`config.mk`:
```
export PLATFORM = sky130hd
export DESIGN_NAME = sha1_message_digest_top_flat
export DESIGN_NICKNAME = d
export VERILOG_FILES = /design/src/rtl/core/sha1md_pkg.sv /design/src/rtl/core/sha1md_req_if.sv /design/src/rtl/core/sha1md_rsp_if.sv /design/src/rtl/core/sha1md_block_ram.sv /design/src/rtl/core/sha1md_compress.sv /design/src/rtl/core/sha1_message_digest_top.sv /design/src/flat_wrapper.sv
export SDC_FILE = /design/constraint.sdc
export NUM_CORES = 2
export LEC_CHECK = 0
export BUFFER_PORTS_ARGS = -buffer_cell sky130_fd_sc_hd__buf_2
export CAP_MARGIN = 20
export CORE_ASPECT_RATIO = 1.2
export CORE_MARGIN = 10
export CORE_UTILIZATION = 25
export DETAILED_ROUTE_END_ITERATION = 10
export GPL_TIMING_DRIVEN = 0
export SLEW_MARGIN = 10
export SYNTH_ARGS = -nofsm -noshare
export SYNTH_HDL_FRONTEND = slang
export SYNTH_SLANG_ARGS = --single-unit
```
`constraint.sdc`:
```
create_clock -name clock -period 40.7 [get_ports clock]
set_input_delay 0 -clock clock [delete_from_list [all_inputs] [get_ports clock]]
set_output_delay 0 -clock clock [all_outputs]
set_load 0.01 [all_outputs]
```
`src/rtl/core/sha1md_pkg.sv`:
```
// Shared constants and types of the SHA-1 digest block.
`default_nettype none

package sha1md_pkg;

   localparam int BLOCK_WORDS  = 16;
   localparam int WORD_ADDR_W  = 4;
   localparam int DIGEST_WORDS = 5;
   localparam int COUNT_W      = 61;

   localparam logic [6:0] BLOCK_BYTES = 7'd64;
   localparam logic [5:0] PAD_LIMIT   = 6'd56;
   localparam logic [6:0] LAST_ROUND  = 7'd79;
   localparam logic [7:0] PAD_MARKER  = 8'h80;

   localparam logic [31:0] ROUND_K0 = 32'h5A827999;
   localparam logic [31:0] ROUND_K1 = 32'h6ED9EBA1;
   localparam logic [31:0] ROUND_K2 = 32'h8F1BBCDC;
   localparam logic [31:0] ROUND_K3 = 32'hCA62C1D6;

   // Word 0 is H0.
   localparam logic [DIGEST_WORDS-1:0][31:0] CHAIN_INIT = {
      32'hC3D2E1F0, 32'h10325476, 32'h98BADCFE, 32'hEFCDAB89, 32'h67452301
   };

   // How a block is assembled from stored bytes and padding.
   typedef struct packed {
      logic [6:0] data_count;  // bytes below this come from the store
      logic       marker;      // put the pad marker at data_count
      logic       length;      // put the bit length in the last eight bytes
   } blk_mode_type;

   typedef struct packed {
      logic         start;
      logic         chain_init;
      blk_mode_type mode;
   } cmp_cmd_type;

   typedef struct packed {
      logic busy;
      logic done;
   } cmp_stat_type;

endpackage

`default_nettype wire

```
`src/rtl/core/sha1md_req_if.sv`:
```
// Input channel: one message byte with its flags.
`default_nettype none

interface sha1md_req_if;
   logic       valid;
   logic       ready;
   logic [7:0] message_byte;
   logic       byte_present;
   logic       end_of_message;

   modport source (output valid, message_byte, byte_present, end_of_message, input ready);
   modport sink   (input valid, message_byte, byte_present, end_of_message, output ready);
endinterface

`default_nettype wire

```
`src/rtl/core/sha1md_rsp_if.sv`:
```
// Result channel: one digest word with its position.
`default_nettype none

interface sha1md_rsp_if;
   logic        valid;
   logic        ready;
   logic [31:0] digest_word;
   logic [2:0]  word_index;
   logic        final_word;

   modport source (output valid, digest_word, word_index, final_word, input ready);
   modport sink   (input valid, digest_word, word_index, final_word, output ready);
endinterface

`default_nettype wire

```
`src/rtl/core/sha1md_block_ram.sv`:
```
// Block store: 16 x 32-bit words, byte-lane writes, one registered read port.
`default_nettype none

module sha1md_block_ram (
   input  wire logic                                clock,
   input  wire logic                                wr_en,
   input  wire logic [sha1md_pkg::WORD_ADDR_W-1:0]  wr_addr,
   input  wire logic [3:0]                          wr_be,
   input  wire logic [31:0]                         wr_data,
   input  wire logic [sha1md_pkg::WORD_ADDR_W-1:0]  rd_addr,
   output logic      [31:0]                         rd_data
);

   logic [31:0] mem [sha1md_pkg::BLOCK_WORDS];

   always_ff @(posedge clock) begin
      if (wr_en) begin
         for (int k = 0; k < 4; k++) begin
            if (wr_be[k]) begin
               mem[wr_addr][8*k +: 8] <= wr_data[8*k +: 8];
            end
         end
      end
   end

   always_ff @(posedge clock) begin
      rd_data <= mem[rd_addr];
   end

endmodule

`default_nettype wire

```
`src/rtl/core/sha1md_compress.sv`:
```
// Compression engine: schedule window, one round per cycle, chain value.
`default_nettype none

module sha1md_compress (
   input  wire logic                                clock,
   input  wire logic                                reset,
   input  wire sha1md_pkg::cmp_cmd_type             cmd,
   input  wire logic [63:0]                         msg_bits,
   input  wire logic [31:0]                         ram_rdata,
   output logic      [sha1md_pkg::WORD_ADDR_W-1:0]  ram_raddr,
   output sha1md_pkg::cmp_stat_type                 stat,
   output logic      [sha1md_pkg::DIGEST_WORDS-1:0][31:0] digest
);

   localparam logic [1:0] PH_IDLE  = 2'd0;
   localparam logic [1:0] PH_LOAD  = 2'd1;
   localparam logic [1:0] PH_RUN   = 2'd2;
   localparam logic [1:0] PH_FINAL = 2'd3;

   logic [1:0]                       phase_ff, phase_in;
   logic [6:0]                       round_ff, round_in;
   sha1md_pkg::blk_mode_type         mode_ff, mode_in;
   logic [sha1md_pkg::DIGEST_WORDS-1:0][31:0] work_ff, work_in;
   logic [sha1md_pkg::DIGEST_WORDS-1:0][31:0] chain_ff, chain_in;
   logic [sha1md_pkg::BLOCK_WORDS-1:0][31:0]  sched_ff, sched_in;

   logic [31:0] w_block, w_expand, w_new, f_val, k_val, temp;

   // Assemble word t from stored bytes, marker, zeros and bit length.
   always_comb begin : pad_mux
      logic [5:0]  pos;
      logic [31:0] len_word;
      len_word = round_ff[0] ? msg_bits[31:0] : msg_bits[63:32];
      w_block  = '0;
      for (int j = 0; j < 4; j++) begin
         pos = {round_ff[3:0], 2'(j)};
         if ({1'b0, pos} < mode_ff.data_count) begin
            w_block[31-8*j -: 8] = ram_rdata[31-8*j -: 8];
         end else if (mode_ff.marker && pos == mode_ff.data_count[5:0]) begin
            w_block[31-8*j -: 8] = sha1md_pkg::PAD_MARKER;
         end else if (mode_ff.length && pos >= sha1md_pkg::PAD_LIMIT) begin
            w_block[31-8*j -: 8] = len_word[31-8*j -: 8];
         end
      end
   end

   assign w_expand = sched_ff[13] ^ sched_ff[8] ^ sched_ff[2] ^ sched_ff[0];
   assign w_new    = (round_ff < 7'(sha1md_pkg::BLOCK_WORDS))
                     ? w_block : {w_expand[30:0], w_expand[31]};

   always_comb begin
      if (round_ff inside {[7'd0:7'd19]}) begin
         f_val = (work_ff[1] & work_ff[2]) | (~work_ff[1] & work_ff[3]);
         k_val = sha1md_pkg::ROUND_K0;
      end else if (round_ff inside {[7'd20:7'd39]}) begin
         f_val = work_ff[1] ^ work_ff[2] ^ work_ff[3];
         k_val = sha1md_pkg::ROUND_K1;
      end else if (round_ff inside {[7'd40:7'd59]}) begin
         f_val = (work_ff[1] & work_ff[2]) | (work_ff[1] & work_ff[3]) |
                 (work_ff[2] & work_ff[3]);
         k_val = sha1md_pkg::ROUND_K2;
      end else begin
         f_val = work_ff[1] ^ work_ff[2] ^ work_ff[3];
         k_val = sha1md_pkg::ROUND_K3;
      end
   end

   assign temp = {work_ff[0][26:0], work_ff[0][31:27]} + f_val + work_ff[4] + k_val + w_new;

   always_comb begin
      phase_in = phase_ff;
      round_in = round_ff;
      mode_in  = mode_ff;
      work_in  = work_ff;
      chain_in = chain_ff;
      sched_in = sched_ff;
      if (cmd.chain_init) begin
         chain_in = sha1md_pkg::CHAIN_INIT;
      end
      case (phase_ff)
         PH_IDLE: begin
            if (cmd.start) begin
               mode_in  = cmd.mode;
               phase_in = PH_LOAD;
            end
         end
         PH_LOAD: begin
            work_in  = chain_ff;
            round_in = '0;
            phase_in = PH_RUN;
         end
         PH_RUN: begin
            work_in[0] = temp;
            work_in[1] = work_ff[0];
            work_in[2] = {work_ff[1][1:0], work_ff[1][31:2]};
            work_in[3] = work_ff[2];
            work_in[4] = work_ff[3];
            for (int k = 0; k < sha1md_pkg::BLOCK_WORDS - 1; k++) begin
               sched_in[k] = sched_ff[k+1];
            end
            sched_in[sha1md_pkg::BLOCK_WORDS-1] = w_new;
            round_in = round_ff + 7'd1;
            if (round_ff == sha1md_pkg::LAST_ROUND) begin
               phase_in = PH_FINAL;
            end
         end
         PH_FINAL: begin
            for (int i = 0; i < sha1md_pkg::DIGEST_WORDS; i++) begin
               chain_in[i] = chain_ff[i] + work_ff[i];
            end
            phase_in = PH_IDLE;
         end
         default: phase_in = PH_IDLE;
      endcase
   end

   always_ff @(posedge clock) begin
      if (reset) begin
         phase_ff <= PH_IDLE;
         chain_ff <= sha1md_pkg::CHAIN_INIT;
      end else begin
         phase_ff <= phase_in;
         chain_ff <= chain_in;
      end
   end

   always_ff @(posedge clock) begin
      round_ff <= round_in;
      mode_ff  <= mode_in;
      work_ff  <= work_in;
      sched_ff <= sched_in;
   end

   // Fetch word t+1 during round t so it lands as round t+1 starts.
   assign ram_raddr = (phase_ff == PH_RUN)
                      ? round_ff[sha1md_pkg::WORD_ADDR_W-1:0] + 4'd1 : '0;

   assign stat.busy = (phase_ff != PH_IDLE);
   assign stat.done = (phase_ff == PH_FINAL);
   assign digest    = chain_ff;

endmodule

`default_nettype wire

```
`src/rtl/core/sha1_message_digest_top.sv`:
```
// SHA-1 digest block: byte intake, padding control, digest output buffer.
//
//   channel | dir | handshake         | payload
//   req     | in  | valid/ready       | message_byte, byte_present, end_of_message
//   rsp     | out | valid/ready       | digest_word, word_index, final_word
//
// A byte is taken only while the block is idle. The 64th byte of a block starts a
// compression (a load, 80 rounds, a chain update) on the round engine,
// during which req.ready is low. A finishing item adds one or two compressions,
// each started from its own padding state, and a hand-off of the digest to the
// five-word output buffer.
// Reset is synchronous and restores the initial chain value; the block store
// is not cleared. Bytes of the next message are taken while the buffer drains;
// a new digest waits for the buffer to empty.
`default_nettype none

module sha1_message_digest_top (
   input wire logic   clock,
   input wire logic   reset,
   sha1md_req_if.sink   req,
   sha1md_rsp_if.source rsp
);

   localparam logic [2:0] ST_IDLE  = 3'd0;
   localparam logic [2:0] ST_DATA  = 3'd1;
   localparam logic [2:0] ST_PAD   = 3'd2;
   localparam logic [2:0] ST_EXTRA = 3'd3;
   localparam logic [2:0] ST_TAIL  = 3'd4;
   localparam logic [2:0] ST_LAST  = 3'd5;
   localparam logic [2:0] ST_EMIT  = 3'd6;

   localparam logic [2:0] OUT_FULL = 3'(sha1md_pkg::DIGEST_WORDS);

   logic [2:0]                          state_ff, state_in;
   logic [5:0]                          fill_ff, fill_in;
   logic [sha1md_pkg::COUNT_W-1:0]      count_ff, count_in;
   logic                                eom_pend_ff, eom_pend_in;
   logic [sha1md_pkg::DIGEST_WORDS-1:0][31:0] out_ff, out_in;
   logic [2:0]                          out_cnt_ff, out_cnt_in;

   logic                                req_accept, rsp_accept, emit_load;
   logic                                ram_we;
   logic [31:0]                         ram_rdata;
   logic [sha1md_pkg::WORD_ADDR_W-1:0]  ram_raddr;
   sha1md_pkg::cmp_cmd_type             cmd;
   sha1md_pkg::cmp_stat_type            core_stat;
   logic [sha1md_pkg::DIGEST_WORDS-1:0][31:0] digest;

   assign req.ready  = (state_ff == ST_IDLE);
   assign req_accept = req.valid && req.ready;
   assign rsp_accept = rsp.valid && rsp.ready;

   always_comb begin
      state_in    = state_ff;
      fill_in     = fill_ff;
      count_in    = count_ff;
      eom_pend_in = eom_pend_ff;
      cmd         = '0;
      ram_we      = 1'b0;
      emit_load   = 1'b0;
      case (state_ff)
         ST_IDLE: begin
            if (req_accept) begin
               if (req.byte_present) begin
                  ram_we   = 1'b1;
                  fill_in  = fill_ff + 6'd1;
                  count_in = count_ff + 61'd1;
               end
               if (req.byte_present && (&fill_ff)) begin
                  // Block full: compress it before any padding.
                  cmd.start           = 1'b1;
                  cmd.mode.data_count = sha1md_pkg::BLOCK_BYTES;
                  eom_pend_in         = req.end_of_message;
                  state_in            = ST_DATA;
               end else if (req.end_of_message) begin
                  state_in = ST_PAD;
               end
            end
         end
         ST_DATA: begin
            if (core_stat.done) begin
               state_in = eom_pend_ff ? ST_PAD : ST_IDLE;
            end
         end
         ST_PAD: begin
            cmd.start           = 1'b1;
            cmd.mode.data_count = {1'b0, fill_ff};
            cmd.mode.marker     = 1'b1;
            cmd.mode.length     = (fill_ff < sha1md_pkg::PAD_LIMIT);
            state_in            = (fill_ff < sha1md_pkg::PAD_LIMIT) ? ST_LAST : ST_EXTRA;
         end
         ST_EXTRA: begin
            if (core_stat.done) begin
               state_in = ST_TAIL;
            end
         end
         ST_TAIL: begin
            // Extra block: zeros and the bit length only.
            cmd.start       = 1'b1;
            cmd.mode.length = 1'b1;
            state_in        = ST_LAST;
         end
         ST_LAST: begin
            if (core_stat.done) begin
               state_in = ST_EMIT;
            end
         end
         ST_EMIT: begin
            if (out_cnt_ff == '0) begin
               emit_load      = 1'b1;
               cmd.chain_init = 1'b1;
               fill_in        = '0;
               count_in       = '0;
               state_in       = ST_IDLE;
            end
         end
         default: state_in = ST_IDLE;
      endcase
   end

   always_comb begin
      out_in     = out_ff;
      out_cnt_in = out_cnt_ff;
      if (emit_load) begin
         out_in     = digest;
         out_cnt_in = OUT_FULL;
      end else if (rsp_accept) begin
         for (int i = 0; i < sha1md_pkg::DIGEST_WORDS - 1; i++) begin
            out_in[i] = out_ff[i+1];
         end
         out_cnt_in = out_cnt_ff - 3'd1;
      end
   end

   always_ff @(posedge clock) begin
      if (reset) begin
         state_ff    <= ST_IDLE;
         fill_ff     <= '0;
         count_ff    <= '0;
         eom_pend_ff <= 1'b0;
         out_cnt_ff  <= '0;
      end else begin
         state_ff    <= state_in;
         fill_ff     <= fill_in;
         count_ff    <= count_in;
         eom_pend_ff <= eom_pend_in;
         out_cnt_ff  <= out_cnt_in;
      end
   end

   always_ff @(posedge clock) begin
      out_ff <= out_in;
   end

   assign rsp.valid       = (out_cnt_ff != '0);
   assign rsp.digest_word = out_ff[0];
   assign rsp.word_index  = OUT_FULL - out_cnt_ff;
   assign rsp.final_word  = (out_cnt_ff == 3'd1);

   sha1md_block_ram u_ram (
      .clock   (clock),
      .wr_en   (ram_we),
      .wr_addr (fill_ff[5:2]),
      .wr_be   (4'b1000 >> fill_ff[1:0]),
      .wr_data ({4{req.message_byte}}),
      .rd_addr (ram_raddr),
      .rd_data (ram_rdata)
   );

   sha1md_compress u_compress (
      .clock     (clock),
      .reset     (reset),
      .cmd       (cmd),
      .msg_bits  ({count_ff, 3'b000}),
      .ram_rdata (ram_rdata),
      .ram_raddr (ram_raddr),
      .stat      (core_stat),
      .digest    (digest)
   );

   a_no_write_in_compress: assert property (@(posedge clock) disable iff (reset)
      ram_we |-> !core_stat.busy)
      else $error("byte written while a block is being compressed");

   a_start_when_idle: assert property (@(posedge clock) disable iff (reset)
      cmd.start |-> !core_stat.busy)
      else $error("compression started while engine busy");

   a_emit_restarts: assert property (@(posedge clock) disable iff (reset)
      (state_ff == ST_EMIT && out_cnt_ff == '0) |=>
         (out_cnt_ff == OUT_FULL && fill_ff == '0 && count_ff == '0))
      else $error("digest hand-off did not load buffer and clear message state");

endmodule

`default_nettype wire

```
`src/flat_wrapper.sv`:
```
// flat-port wrapper written by rule: the top's interface ports become plain ports
module sha1_message_digest_top_flat 
  (clock, reset, req_valid, req_message_byte, req_byte_present, req_end_of_message, req_ready, rsp_valid, rsp_digest_word, rsp_word_index, rsp_final_word, rsp_ready);
  sha1md_req_if req_i ();
  sha1md_rsp_if rsp_i ();
  input wire logic clock;
  input wire logic reset;
  input wire logic [$bits(req_i.valid)-1:0] req_valid;
  input wire logic [$bits(req_i.message_byte)-1:0] req_message_byte;
  input wire logic [$bits(req_i.byte_present)-1:0] req_byte_present;
  input wire logic [$bits(req_i.end_of_message)-1:0] req_end_of_message;
  output wire logic [$bits(req_i.ready)-1:0] req_ready;
  output wire logic [$bits(rsp_i.valid)-1:0] rsp_valid;
  output wire logic [$bits(rsp_i.digest_word)-1:0] rsp_digest_word;
  output wire logic [$bits(rsp_i.word_index)-1:0] rsp_word_index;
  output wire logic [$bits(rsp_i.final_word)-1:0] rsp_final_word;
  input wire logic [$bits(rsp_i.ready)-1:0] rsp_ready;
  assign req_i.valid = req_valid;
  assign req_i.message_byte = req_message_byte;
  assign req_i.byte_present = req_byte_present;
  assign req_i.end_of_message = req_end_of_message;
  assign req_ready = req_i.ready;
  assign rsp_valid = rsp_i.valid;
  assign rsp_digest_word = rsp_i.digest_word;
  assign rsp_word_index = rsp_i.word_index;
  assign rsp_final_word = rsp_i.final_word;
  assign rsp_i.ready = rsp_ready;
  sha1_message_digest_top u_core (.clock(clock), .reset(reset), .req(req_i), .rsp(rsp_i));
endmodule
```
==> run summary <==
Of all nets on the critical path, the largest fanout is 10. Clock latency on the worst-skew pair, taken at its later pin, is 880 ps. In the synthesized netlist, the number of instances is 6018. In the routed layout, each cell is associated on average with a via count of 4.729. The logs give 8059 uW for the total power of the final layout and 9430 ps for the arrival time at the worst endpoint. The post-synthesis sequential element count was 1628; the number of clock sinks seen by CTS was 1628.

The I/O pin count is 52. The synthesized design contains 1360 enable-type register cells. The logs give 0 for the number of setup violations in the final report and 4 for the number of H-tree levels. The synthesis-to-layout area growth was 16.20%. The number of nets handed over by synthesis was 6367.

The overall routed net length came out at 222600 um. Nature of the critical path endpoint: a flop. The post-route minimum period works out to 8839 ps. By startpoint and endpoint, the worst setup path is classified as flop to flop. During synthesis, Yosys emitted a total of 0 warnings. Cell area after technology mapping: 74420 um^2. For the total of max-cap violations, the log shows 0. The data required time of the worst path was 41290 ps. Of all flip-flops after synthesis, the portion carrying an async set or reset was 0%. VDD sags by at most 0.2127 mV.

For this run, the detailed router's first-pass iteration total came to 8. The logs give 0 for the number of max-slew violations in the final report and 0 for the post-detailed-route count of antenna-violating nets. TritonCTS built the clock tree.

In the routed design, unresolved DRC markers number 0. The logs give 10070 for the number of placed instances, taps included and 320000 um^2 for the area enclosed by the die boundary. For this block, the initial DRC count from the detailed router was 4701. The run finished with clean final reports.

From left edge to right edge, the die measures 518.1 um. The class of the tightest hold or removal check was primary input to flop. In this run the core area contains 219 standard-cell rows. In the final routed layout, each cell accounts on average for 21.37 um.

In this run the clock root is driven by a clkbuf_16. Based on the critical path, the design can be clocked at up to 0.1131 GHz. The first global-routing pass estimated 323600 um of wire. After routing, the total negative slack on setup checks comes to 0 ps.

The clock-pin slew reported for the worst setup and hold paths after clock tree synthesis came out at 60 ps. Among all flip-flop cells after synthesis, the most frequent one is edfxtp_1. The routed layout has 49280 vias. The post-detailed-placement half-perimeter wirelength was 162600 um. The analysis attributes to cell leakage a power of 0.02990 uW. The congestion estimate from routability-driven global placement came to 0.9597. Averaged over all synthesized cells, the footprint is 12.37 um^2. Entering global routing, the biggest net connects 66 pins. The number of endpoints with negative hold slack in the final report is 0, and the number of buffers on the longest clock path is 3.

The number of buffer cells added on primary ports was 51. After layout, the worst path uses 21.72% of the clock period. The count of cell types in the netlist is 92. The worst path meets setup with 31860 ps of slack. The logs give 174 for the number of buffers added by the clock tree synthesis step and 10420 for the post-route non-filler standard cell count. Setup repair after global routing left no endpoint under its margin.

The fraction of layout cells with a size suffix above 1 works out to 8.961%. The initial antenna violation count was 5. At the placement stage, the worst setup path has a slack of 32000 ps. Global routing used 13.28% of the available tracks. For the pin with the worst max-slew slack, the measured transition is 1298 ps. For the worst max-slew margin expressed relative to the limit, the log shows 12.96%. The core region is 296500 um^2. The starting utilization of the core area is 25.10%. The total power per unit cell area is 93.19 nW/um^2. The net count of the finished layout is 6635. Sequential cells were found to cover 62.09% of the synthesized design area. The overflow left after global routing was 0; the die height was 617.7 um.

Between clock sinks in the finished design, the worst skew comes to 82.31 ps. For the number of global-route vias before repair, the log shows 48440. Kind of start point of the critical path: a flop.
## sequential cells by signal (all words and copies together) (netlist names)
register / flops
u_core.u_compress.sched_ff: 512
u_core.u_ram.mem: 512
u_core.u_ram.rd_data: 32
u_core.u_compress.work_ff: 160
u_core.count_ff: 61
u_core.rsp.digest_word: 32
u_core.out_cnt_ff: 3
u_core.u_compress.phase_ff: 2
u_core.state_ff: 3
u_core.u_compress.mode_ff: 9
u_core.u_compress.digest: 160
u_core.out_ff: 128
u_core.eom_pend_ff: 1
u_core.fill_ff: 6
u_core.u_compress.round_ff: 7
## area by class of cell
type	count	area, um^2
diodes	3	7.507
plain buffers	293	1235
clock buffers	214	4584
clock inverters	115	1489
fillers	30070	210000
inverters	302	1134
multi-input cells	3795	25900
flip-flops and latches	1628	46200
well taps	3978	4977
repair buffers	92	945.9
## placed cells by master, fill, tap and decap left out, drive strengths merged, types with 19 or more instances in the layout
cell type / count
o211ai: 25
clkinv: 85
edfxtp: 1360
a311oi: 68
a211oi: 185
mux2i: 77
a21oi: 298
o21bai: 26
mux2: 151
nand2b: 35
nor2b: 158
bufinv: 22
nor3: 58
and2: 19
inv: 301
or3: 47
nor2: 384
buf: 130
clkbuf: 456
xor2: 113
o21a: 32
a221o: 27
ha: 210
a31oi: 104
nand2: 852
xnor2: 188
o21ai: 215
dfxtp: 268
a21o: 89
and3: 52
nand4: 40
nand3: 64
fa: 125
## power breakdown
group	total (uW)	switching [uW]	internal [uW]
logic	4080	2520	1560
registers	2330	164	2160
clock network	1660	701	954
## synth_stat cells (158+ instances only)
library cell / n / share of area (%)
nor2b_1: 158 / 1.3
dfxtp_1: 268 / 7.2
inv_1: 300 / 1.5
ha_1: 210 / 3.5
o21ai_0: 211 / 1.4
clkbuf_1: 240 / 1.2
edfxtp_1: 1360 / 55
a21oi_1: 296 / 2.0
a211oi_1: 184 / 1.9
xnor2_1: 188 / 2.2
nor2_1: 382 / 1.9
nand2_1: 852 / 4.3
## critical path, stage by stage, from the launching register on
cell and delay (ps):
edfxtp_1 410, buf_2 460, clkbuf_1 800, clkbuf_1 720, clkbuf_1 630, mux2i_1 160, o21ai_0 670, nand2_1 160
o21a_1 210, fa_1 490, inv_1 50, fa_1 490, inv_1 70, fa_1 500, inv_1 40, ha_1 360
a21o_1 220, a21oi_1 190, a2bb2oi_1 180, o21ai_1 130, o41ai_1 580, a211o_1 290, o211ai_1 120, o21ai_1 210
xnor2_1 140, mux2_2 280
## layer usage
metal	global-route usage, %	share of wire (%)	vias up
met1	16.90	41	24450
met2	21.40	46	1937
met5	0	0.018	-
met4	7.581	6.3	6
li1	-	-	22370
met3	2.194	6.5	517
## logic make-up after synthesis
group	Yosys count	share of synthesized area, %
buf+inv	595	3.173
flops	1628	62.09
fa+ha+maj	335	6.894
mux	228	3.321
xor+xnor	301	3.543
compound gates	1174	10.42
simple gates	1757	10.56
## worst paths after layout
path	startpoint	end	slack, ps	depth (start not counted)
setup / recovery	u_core.u_compress.round_ff[0]$_SDFFCE_PN0P_	u_core.u_compress.work_ff[26]$_DFFE_PP_	31860	25
hold / removal	req_valid	u_core.fill_ff[3]$_SDFFE_PP0P_	90	6
setup reg to reg	u_core.u_compress.round_ff[0]$_SDFFCE_PN0P_	u_core.u_compress.work_ff[26]$_DFFE_PP_	31860	25
hold reg to reg	u_core.u_compress.sched_ff[322]$_DFFE_PP_	u_core.u_compress.sched_ff[290]$_DFFE_PP_	380	0
## what timing repair did
action | 4_1_cts | 5_1_grt
setup buffers | 0 | 0
endpoints found under the hold margin | 510 | 0
gates resized for setup | 0 | 0
hold buffers | 13 | 0
## per-stage QoR
step / hold slack, ps / instance area [um^2] / util, %
detailed placement: 349.9 / 80220 / 27.06
finish: 86.13 / 86480 / 29.17
global route: 114.4 / 86470 / 29.17
global placement: 334.7 / 79650 / 26.86
CTS: 60.43 / 86430 / 29.15
floorplan: 98.87 / 74420 / -
(Power assumes the default switching activity.)
